File: src/design/olid_pkg.sv
// ----------------------------------------------------------------------------
// olid_pkg
// Types, codes and defaults shared by the ordered list insert/delete block.
// ----------------------------------------------------------------------------
package olid_pkg;

    localparam int DEPTH_DEF     = 32;
    localparam int WORD_BITS_DEF = 32;

    localparam logic [1:0] CMD_INS_POS   = 2'd0;
    localparam logic [1:0] CMD_DEL_POS   = 2'd1;
    localparam logic [1:0] CMD_INS_MATCH = 2'd2;
    localparam logic [1:0] CMD_DEL_ALL   = 2'd3;

    localparam logic [1:0] ST_OK        = 2'd0;
    localparam logic [1:0] ST_BAD_POS   = 2'd1;
    localparam logic [1:0] ST_NOT_FOUND = 2'd2;
    localparam logic [1:0] ST_FULL      = 2'd3;

    typedef struct packed {
        logic [1:0]  cmd;
        logic [5:0]  position;
        logic [31:0] value;
        logic [31:0] match_value;
    } t_in;

    typedef struct packed {
        logic [1:0]  status;
        logic [5:0]  size_now;
        logic [4:0]  slot;
        logic [31:0] element;
        logic        last;
    } t_res;

    typedef struct packed {
        logic       busy;
        logic [6:0] count;
    } t_eng_stat;

endpackage

File: src/design/olid_cmd_fifo.sv
// ----------------------------------------------------------------------------
// olid_cmd_fifo
// Front end: takes command words and holds them in a two-entry queue
// until the engine picks them up.
// ----------------------------------------------------------------------------
module olid_cmd_fifo (
    input  logic           i_clk,
    input  logic           i_rst_n,
    input  logic           i_push,
    input  olid_pkg::t_in  i_item,
    output logic           o_full,
    output logic           o_vld,
    output olid_pkg::t_in  o_item,
    input  logic           i_pop
);

    olid_pkg::t_in r_mem [2];
    logic          r_wr;
    logic          r_rd;
    logic [1:0]    r_cnt;
    logic          do_push;
    logic          do_pop;

    assign o_full  = (r_cnt == 2'd2);
    assign o_vld   = (r_cnt != 2'd0);
    assign o_item  = r_mem[r_rd];
    assign do_push = i_push && !o_full;
    assign do_pop  = i_pop && o_vld;

    always_ff @(posedge i_clk) begin
        if (!i_rst_n) begin
            r_wr  <= 1'b0;
            r_rd  <= 1'b0;
            r_cnt <= 2'd0;
        end else begin
            if (do_push) r_wr <= ~r_wr;
            if (do_pop)  r_rd <= ~r_rd;
            r_cnt <= r_cnt + {1'b0, do_push} - {1'b0, do_pop};
        end
    end

    always_ff @(posedge i_clk) begin
        if (do_push) r_mem[r_wr] <= i_item;
    end

endmodule

File: src/design/olid_engine.sv
// ----------------------------------------------------------------------------
// olid_engine
// Back end: holds the list, runs each command (shift, search, compaction)
// and streams the result words into a one-word output register.
// ----------------------------------------------------------------------------
module olid_engine #(
    parameter int DEPTH     = olid_pkg::DEPTH_DEF,
    parameter int WORD_BITS = olid_pkg::WORD_BITS_DEF
) (
    input  logic                i_clk,
    input  logic                i_rst_n,
    input  logic                i_job_vld,
    input  olid_pkg::t_in       i_job,
    output logic                o_job_pop,
    output logic                o_res_vld,
    output olid_pkg::t_res      o_res,
    input  logic                i_res_pop,
    output olid_pkg::t_eng_stat o_stat
);

    localparam int CW = $clog2(DEPTH + 1);
    localparam int IW = $clog2(DEPTH);
    localparam int PW = (CW > 6) ? CW : 6;

    localparam logic [1:0] S_IDLE = 2'd0;
    localparam logic [1:0] S_SCAN = 2'd1;
    localparam logic [1:0] S_EMIT = 2'd2;

    localparam logic [1:0] OP_NONE = 2'd0;
    localparam logic [1:0] OP_INS  = 2'd1;
    localparam logic [1:0] OP_DEL  = 2'd2;

    logic [WORD_BITS-1:0] r_list [DEPTH];
    logic [WORD_BITS-1:0] n_list [DEPTH];

    logic [1:0]           r_state, n_state;
    logic [CW-1:0]        r_count, n_count;
    logic [CW-1:0]        r_k, n_k;
    logic [1:0]           r_err, n_err;
    logic                 r_found, n_found;
    logic                 r_del_all, n_del_all;
    logic [WORD_BITS-1:0] r_key, n_key;
    logic [WORD_BITS-1:0] r_val, n_val;
    logic                 r_out_vld, n_out_vld;
    olid_pkg::t_res       r_out, n_out;

    logic [1:0]           sh_op;
    logic [CW-1:0]        sh_at;
    logic [WORD_BITS-1:0] rd_word;
    logic [WORD_BITS-1:0] ins_word;
    logic [63:0]          rd_64;
    logic [63:0]          val_64;
    logic [63:0]          match_64;
    logic                 out_free;
    logic                 at_last;
    logic [PW-1:0]        pos_w;
    logic [PW-1:0]        cnt_w;

    assign rd_word  = r_list[r_k[IW-1:0]];
    assign rd_64    = 64'(rd_word);
    assign val_64   = 64'(i_job.value);
    assign match_64 = 64'(i_job.match_value);
    assign out_free = !r_out_vld || i_res_pop;
    assign at_last  = (CW'(r_k + CW'(1)) == r_count);
    assign pos_w    = PW'(i_job.position);
    assign cnt_w    = PW'(r_count);
    // a position insert lands in the pickup cycle, a match insert after the scan
    assign ins_word = (r_state == S_IDLE) ? val_64[WORD_BITS-1:0] : r_val;

    assign o_res_vld   = r_out_vld;
    assign o_res       = r_out;
    assign o_job_pop   = (r_state == S_IDLE) && i_job_vld;
    assign o_stat.busy  = (r_state != S_IDLE);
    assign o_stat.count = 7'(r_count);

    always_comb begin
        n_state   = r_state;
        n_count   = r_count;
        n_k       = r_k;
        n_err     = r_err;
        n_found   = r_found;
        n_del_all = r_del_all;
        n_key     = r_key;
        n_val     = r_val;
        n_out_vld = r_out_vld;
        n_out     = r_out;
        sh_op     = OP_NONE;
        sh_at     = r_k;

        if (i_res_pop) n_out_vld = 1'b0;

        unique case (r_state)
            S_IDLE: begin
                if (i_job_vld) begin
                    n_val     = val_64[WORD_BITS-1:0];
                    n_key     = (i_job.cmd == olid_pkg::CMD_INS_MATCH) ?
                                match_64[WORD_BITS-1:0] : val_64[WORD_BITS-1:0];
                    n_k       = '0;
                    n_err     = olid_pkg::ST_OK;
                    n_found   = 1'b0;
                    n_del_all = (i_job.cmd == olid_pkg::CMD_DEL_ALL);
                    n_state   = S_EMIT;
                    sh_at     = CW'(i_job.position);
                    unique case (i_job.cmd)
                        olid_pkg::CMD_INS_POS: begin
                            if (pos_w > cnt_w) begin
                                n_err = olid_pkg::ST_BAD_POS;
                            end else if (r_count == CW'(DEPTH)) begin
                                n_err = olid_pkg::ST_FULL;
                            end else begin
                                sh_op   = OP_INS;
                                n_count = r_count + CW'(1);
                            end
                        end
                        olid_pkg::CMD_DEL_POS: begin
                            if (pos_w >= cnt_w) begin
                                n_err = olid_pkg::ST_BAD_POS;
                            end else begin
                                sh_op   = OP_DEL;
                                n_count = r_count - CW'(1);
                            end
                        end
                        default: n_state = S_SCAN;
                    endcase
                end
            end
            S_SCAN: begin
                if (r_k == r_count) begin
                    n_k     = '0;
                    n_state = S_EMIT;
                    if (!r_found) n_err = olid_pkg::ST_NOT_FOUND;
                end else if (rd_word == r_key) begin
                    if (r_del_all) begin
                        // close the gap and look at the same slot again
                        sh_op   = OP_DEL;
                        n_count = r_count - CW'(1);
                        n_found = 1'b1;
                    end else begin
                        n_k     = '0;
                        n_state = S_EMIT;
                        if (r_count == CW'(DEPTH)) begin
                            n_err = olid_pkg::ST_FULL;
                        end else begin
                            sh_op   = OP_INS;
                            sh_at   = r_k + CW'(1);
                            n_count = r_count + CW'(1);
                        end
                    end
                end else begin
                    n_k = r_k + CW'(1);
                end
            end
            S_EMIT: begin
                if (out_free) begin
                    n_out_vld        = 1'b1;
                    n_out.status     = r_err;
                    n_out.size_now   = 6'(r_count);
                    n_out.slot       = '0;
                    n_out.element    = '0;
                    n_out.last       = 1'b1;
                    if (r_err != olid_pkg::ST_OK || r_count == '0) begin
                        n_state = S_IDLE;
                    end else begin
                        n_out.slot    = 5'(r_k);
                        n_out.element = rd_64[31:0];
                        n_out.last    = at_last;
                        n_k           = r_k + CW'(1);
                        if (at_last) n_state = S_IDLE;
                    end
                end
            end
            default: n_state = S_IDLE;
        endcase
    end

    // all entries shift at once; entries past the count may take any value
    always_comb begin
        int dn;
        int up;
        for (int i = 0; i < DEPTH; i++) begin
            dn = (i == 0) ? 0 : i - 1;
            up = (i == DEPTH - 1) ? i : i + 1;
            n_list[i] = r_list[i];
            if (sh_op == OP_INS) begin
                if (CW'(i) == sh_at)     n_list[i] = ins_word;
                else if (CW'(i) > sh_at) n_list[i] = r_list[dn];
            end else if (sh_op == OP_DEL) begin
                if (CW'(i) >= sh_at)     n_list[i] = r_list[up];
            end
        end
    end

    // list and job fields need no reset
    always_ff @(posedge i_clk) begin
        r_list    <= n_list;
        r_key     <= n_key;
        r_out     <= n_out;
        r_err     <= n_err;
        r_del_all <= n_del_all;
    end

    always_ff @(posedge i_clk) begin
        if (!i_rst_n) begin
            r_state   <= S_IDLE;
            r_count   <= '0;
            r_k       <= '0;
            r_found   <= 1'b0;
            r_out_vld <= 1'b0;
        end else begin
            r_state   <= n_state;
            r_count   <= n_count;
            r_k       <= n_k;
            r_found   <= n_found;
            r_out_vld <= n_out_vld;
        end
    end

    // r_val keeps the insert word for a match insert found later in the scan
    always_ff @(posedge i_clk) begin
        r_val <= n_val;
    end

endmodule

File: src/design/ordered_list_insert_delete_top.sv
// ----------------------------------------------------------------------------
// ordered_list_insert_delete_top
// Ordered word list with insert/delete by position and by value.
//
//   channel   dir  handshake            word
//   command   in   i_push / o_full      i_item   (olid_pkg::t_in)
//   result    out  o_empty / i_pop      o_result (olid_pkg::t_res)
//
// A position command is applied in its pickup cycle; a value command follows
// the pickup with a search or compaction pass through the list registers.
// Then the list streams out at one word per cycle while results are popped
// (count words, or a single status word). One command at a time.
// Reset empties the list and both queues; list contents are not cleared.
// A stalled result holds the engine; two commands queue ahead of it.
// ----------------------------------------------------------------------------
module ordered_list_insert_delete_top #(
    parameter int DEPTH     = olid_pkg::DEPTH_DEF,
    parameter int WORD_BITS = olid_pkg::WORD_BITS_DEF
) (
    input  logic            i_clk,
    input  logic            i_rst_n,
    input  logic            i_push,
    input  olid_pkg::t_in   i_item,
    output logic            o_full,
    output logic            o_empty,
    output olid_pkg::t_res  o_result,
    input  logic            i_pop
);

    logic                 job_vld;
    logic                 job_pop;
    olid_pkg::t_in        job;
    logic                 res_vld;
    olid_pkg::t_eng_stat  stat;

    olid_cmd_fifo u_front (
        .i_clk   (i_clk),
        .i_rst_n (i_rst_n),
        .i_push  (i_push),
        .i_item  (i_item),
        .o_full  (o_full),
        .o_vld   (job_vld),
        .o_item  (job),
        .i_pop   (job_pop)
    );

    olid_engine #(
        .DEPTH     (DEPTH),
        .WORD_BITS (WORD_BITS)
    ) u_engine (
        .i_clk     (i_clk),
        .i_rst_n   (i_rst_n),
        .i_job_vld (job_vld),
        .i_job     (job),
        .o_job_pop (job_pop),
        .o_res_vld (res_vld),
        .o_res     (o_result),
        .i_res_pop (i_pop),
        .o_stat    (stat)
    );

    assign o_empty = !res_vld;

`ifndef SYNTHESIS
    a_count_bound: assert property (@(posedge i_clk) disable iff (!i_rst_n)
        32'(stat.count) <= DEPTH)
        else $error("entry count above depth");

    a_err_single: assert property (@(posedge i_clk) disable iff (!i_rst_n)
        (!o_empty && o_result.status != olid_pkg::ST_OK) |->
        (o_result.last && o_result.slot == 5'd0 && o_result.element == 32'd0))
        else $error("status word malformed");

    a_idle_drained: assert property (@(posedge i_clk) disable iff (!i_rst_n)
        (!o_empty && o_result.last && i_pop && !stat.busy) |=> o_empty)
        else $error("result word after last");

    a_reset_empty: assert property (@(posedge i_clk)
        !i_rst_n |=> (o_empty && !o_full))
        else $error("queues not empty after reset");
`endif

endmodule

File: config.mk
export PLATFORM = sky130hd
export DESIGN_NAME = ordered_list_insert_delete_top
export DESIGN_NICKNAME = d
export VERILOG_FILES = /design/src/design/olid_pkg.sv /design/src/design/olid_cmd_fifo.sv /design/src/design/olid_engine.sv /design/src/design/ordered_list_insert_delete_top.sv
export SDC_FILE = /design/constraint.sdc
export NUM_CORES = 2
export LEC_CHECK = 0
export BUFFER_PORTS_ARGS = -buffer_cell sky130_fd_sc_hd__buf_2
export CAP_MARGIN = 25
export CORE_MARGIN = 2
export CORE_UTILIZATION = 58
export CTS_BUF_LIST = sky130_fd_sc_hd__clkbuf_8
export DETAILED_ROUTE_END_ITERATION = 8
export PLACE_DENSITY = 0.74
export SLEW_MARGIN = 20
export SYNTH_ARGS = -nofsm -noshare
export SYNTH_HDL_FRONTEND = slang
export SYNTH_SLANG_ARGS = --single-unit
File: constraint.sdc
create_clock -name i_clk -period 15.16 [get_ports i_clk]
set_input_delay 0.758 -clock i_clk [delete_from_list [all_inputs] [get_ports i_clk]]
set_output_delay 0.758 -clock i_clk [all_outputs]
set_load 0.01 [all_outputs]
==> results.md <==
* Outcome: finished, violations left
* Failing checks: max-slew violations
* Crit path launch type: flop
* Max-slew headroom at -0.001495
* Post-synth top area share at 0.5477
* Clock root buffer: clkbuf_8
* Unrepaired setup endpoints after global routing: false
* Yosys top cell by area: edfxtp_1
* Routed wire length at 236.9 mm
* Worst Path Max Fanout at 59
* Die height at 352.0 microns
* Post-synth EDFFs at 1281
* Layout area overhead at 9.741%
* Vias in the first global route at 50890
* Most common cell after layout, fill and taps aside: edfxtp_1
* Tcrit/Tclk final at 0.6471
* Fraction of registers with async set/reset at 0
* Clock-pin slew on the worst setup and hold paths at 0.06 ns
* Cell variety after synth at 62
* Area of the core at 120000 sq um
* Synth area leaders: edfxtp_1, a221o_1, nor2b_1
* Critical Path Most Common Cell: buf_4
* Crit-path max cell delay at 0.90 ns
* Final ANT Viol Nets at 0
* Initial antenna violation count at 17
* Final Max Tran Viols at 12
* Total Nets Final at 5629
* PD cells at 153.0 nW/um^2
* Cell leakage power at 0.02575 uW
* Crit path time final at 9.810 ns
* Die Area at 123900 sq um
* Finished Layout Cells at 7329
* VDD IR max at 0.0001180 V
* Primary FF master, synth: edfxtp_1
* Syn avg cell area at 12.69 sq um
* Clock latency on the worst-skew pair at 0.98 ns
* YS warnings at 0
* Total grt overflow at 0
* Post-DP HPWL at 143.5 mm
* Max Fclk at 0.1019 GHz
* 1st-iter DRT viols at 8823
* Post-synthesis sequential area ratio at 0.5537
* CP cell instances: buf_4 > buf_4 > mux2i_1 > a22oi_1 > a21oi_1 > nor4_1 > buf_1 > xnor2_1 > nand3b_1 > nor4_1 > nand4_1 > mux2_2 > nand2_1 > or3_1 > inv_1 > buf_4 > nand2_1 > nor2_4 > buf_4
* Cells after synthesis at 5533
* Crit Path Category: flop to flop
* Placement row count at 127
* I/O pins at 124
* Fin Setup TNS at 0 ns
* Post-Syn Area at 70240 sq um
* RePlAce Congestion at 0.9425
* Net Count, Synth at 5627
* Critical Path AT at 10.39 ns
* Final setup violating endpoints at 0
* CTS tree: done
* Worst setup EP type: flop
* Worst Hold Class: primary input to flop
* Hold Fails Final Rpt at 0
* Quantity of I/O buffers inserted on ports at 123
* CTS Sinks at 1302
* Max-cap violations at 0
* Placed instance count at 6855
* Post-detailed-route wirelength per cell at 32.32 microns
* Drc violations at 0
* Detailed-route via count at 53590
* TritonCTS Buffers at 217
* Worst path slowest cell: buf_4
* Via density at 7.312
* Clk buf depth at 3
* Largest net degree at the start of global routing at 238
* Final Skew at 0.07024 ns
* Initial Util at 0.5854
* H-tree Lvls at 4
* Total Routing Usage GR at 0.3681
* First-pass GRT wire length at 344.0 mm
* Setup Buffers After CTS at 0
* Die X at 352.0 microns
* Most frequent cells in the layout: edfxtp_1, nor2b_1, a221o_1, mux2i_1, a22oi_1
* First-pass DRT Iterations at 7
* Ratio of cells with drive above 1 in the final layout at 0.1282
* FF+latch count, synth at 1302
* Worst-Margin Slew at 1.502 ns
* WP data required at 15.74 ns
[per-stage QoR]
step | power (uW) | instance area (sq um) | util | setup WS (ns) | hold slack (ns)
2_1_floorplan | 7454 | 70240 | - | 7.623 | 0.4064
3_3_place_gp | 8655 | 72320 | 0.6028 | 5.606 | 0.4724
3_5_place_dp | 8771 | 72440 | 0.6038 | 5.639 | 0.4818
4_1_cts | 11650 | 77000 | 0.6418 | 5.635 | 0.02459
5_1_grt | 12170 | 77070 | 0.6424 | 5.275 | 0.04681
6_report | 11800 | 77080 | 0.6425 | 5.350 | 0.08505
[synthesized netlist by cell type (all sizes together), types with 3 or more instances]
master / number
buf: 130
nor4: 11
o21a: 13
nor3: 15
and2: 98
or3: 7
nand2b: 9
a31oi: 46
or2: 3
dfxtp: 21
nand4b: 7
a211oi: 37
o21ai: 24
nand4: 8
xor2: 9
a221o: 961
nand3: 53
nand2: 65
o31ai: 4
mux4: 28
nor2b: 974
edfxtp: 1281
ha: 18
nor2: 111
nand3b: 8
a21oi: 164
a21boi: 7
mux2: 41
xnor2: 19
clkbuf: 449
mux2i: 512
a21o: 41
and3: 42
a22oi: 235
inv: 56
[sequential cells by signal, summed over array words and instances (netlist names), named ones only]
signal,cells
u_engine.cnt_w,6
u_engine.o_res,46
u_engine.o_res_vld,1
u_engine.r_del_all,1
u_engine.r_err,2
u_engine.r_found,1
u_engine.r_k,6
u_engine.r_key,32
u_engine.r_list,1024
u_engine.r_state,2
u_engine.r_val,32
u_front.r_cnt,2
u_front.r_mem,144
u_front.r_rd,1
u_front.r_wr,1
[timing repair]
action | 4_1_cts | 5_1_grt
gates resized for setup | 0 | 0
hold buffers | 69 | 0
hold endpoints to repair | 138 | 0
[metal layers]
metal | vias up | global-route usage | wire length [microns]
met4 | 10 | 0.1947 | 13150
met3 | 717 | 0.1130 | 32060
met1 | 26460 | 0.4928 | 88700
met2 | 4199 | 0.5387 | 102900
met5 | - | 0 | 75
li1 | 22200 | - | -
[power by group]
part / internal (uW) / switching [uW] / total, uW
combinational: 1180 / 2180 / 3360
clock: 1380 / 1540 / 2920
sequential: 4980 / 543 / 5520
total: 7540 / 4260 / 11800
[cell type report]
type / count / area, sq um
clock inverters: 173 / 844.6
well taps: 1612 / 2017
fillers: 8960 / 42890
flip-flops and latches: 1302 / 38900
multi-input cells: 3596 / 29310
diodes: 8 / 20.02
clock buffers: 220 / 3028
inverters: 56 / 212.7
repair buffers: 362 / 2751
[logic make-up after synthesis]
family | share of synthesized area
AO/OA/AOI/OAI | 0.1930
XOR/XNOR | 0.003492
AND/OR/NAND/NOR | 0.1197
adder cells (fa/ha/maj) | 0.003207
multiplexers | 0.08852
flip-flops | 0.5537
buffers and inverters | 0.03843
[critical path, delay by kind of cell (launching register included)]
family / cells / cell delay, ns
muxes: 2 / 0.67
DFF: 1 / 0.53
xor gates and xnor gates: 1 / 0.15
buffers and inverters: 6 / 3.07
AOI/OAI and AO/OA: 2 / 0.47
and+or+nand+nor: 8 / 4.39
[final timing paths]
path,slack (ns),depth (start not counted),start,endpoint
min,0.09,1,i_item[20],u_front.r_mem[0][20]
min reg2reg,0.50,2,u_engine.r_k[3],u_engine.r_k[3]
max,5.35,19,u_engine.r_k[1],u_engine.r_list[874]
max reg2reg,5.35,19,u_engine.r_k[1],u_engine.r_list[874]
Power figures use the tool's default switching activity.
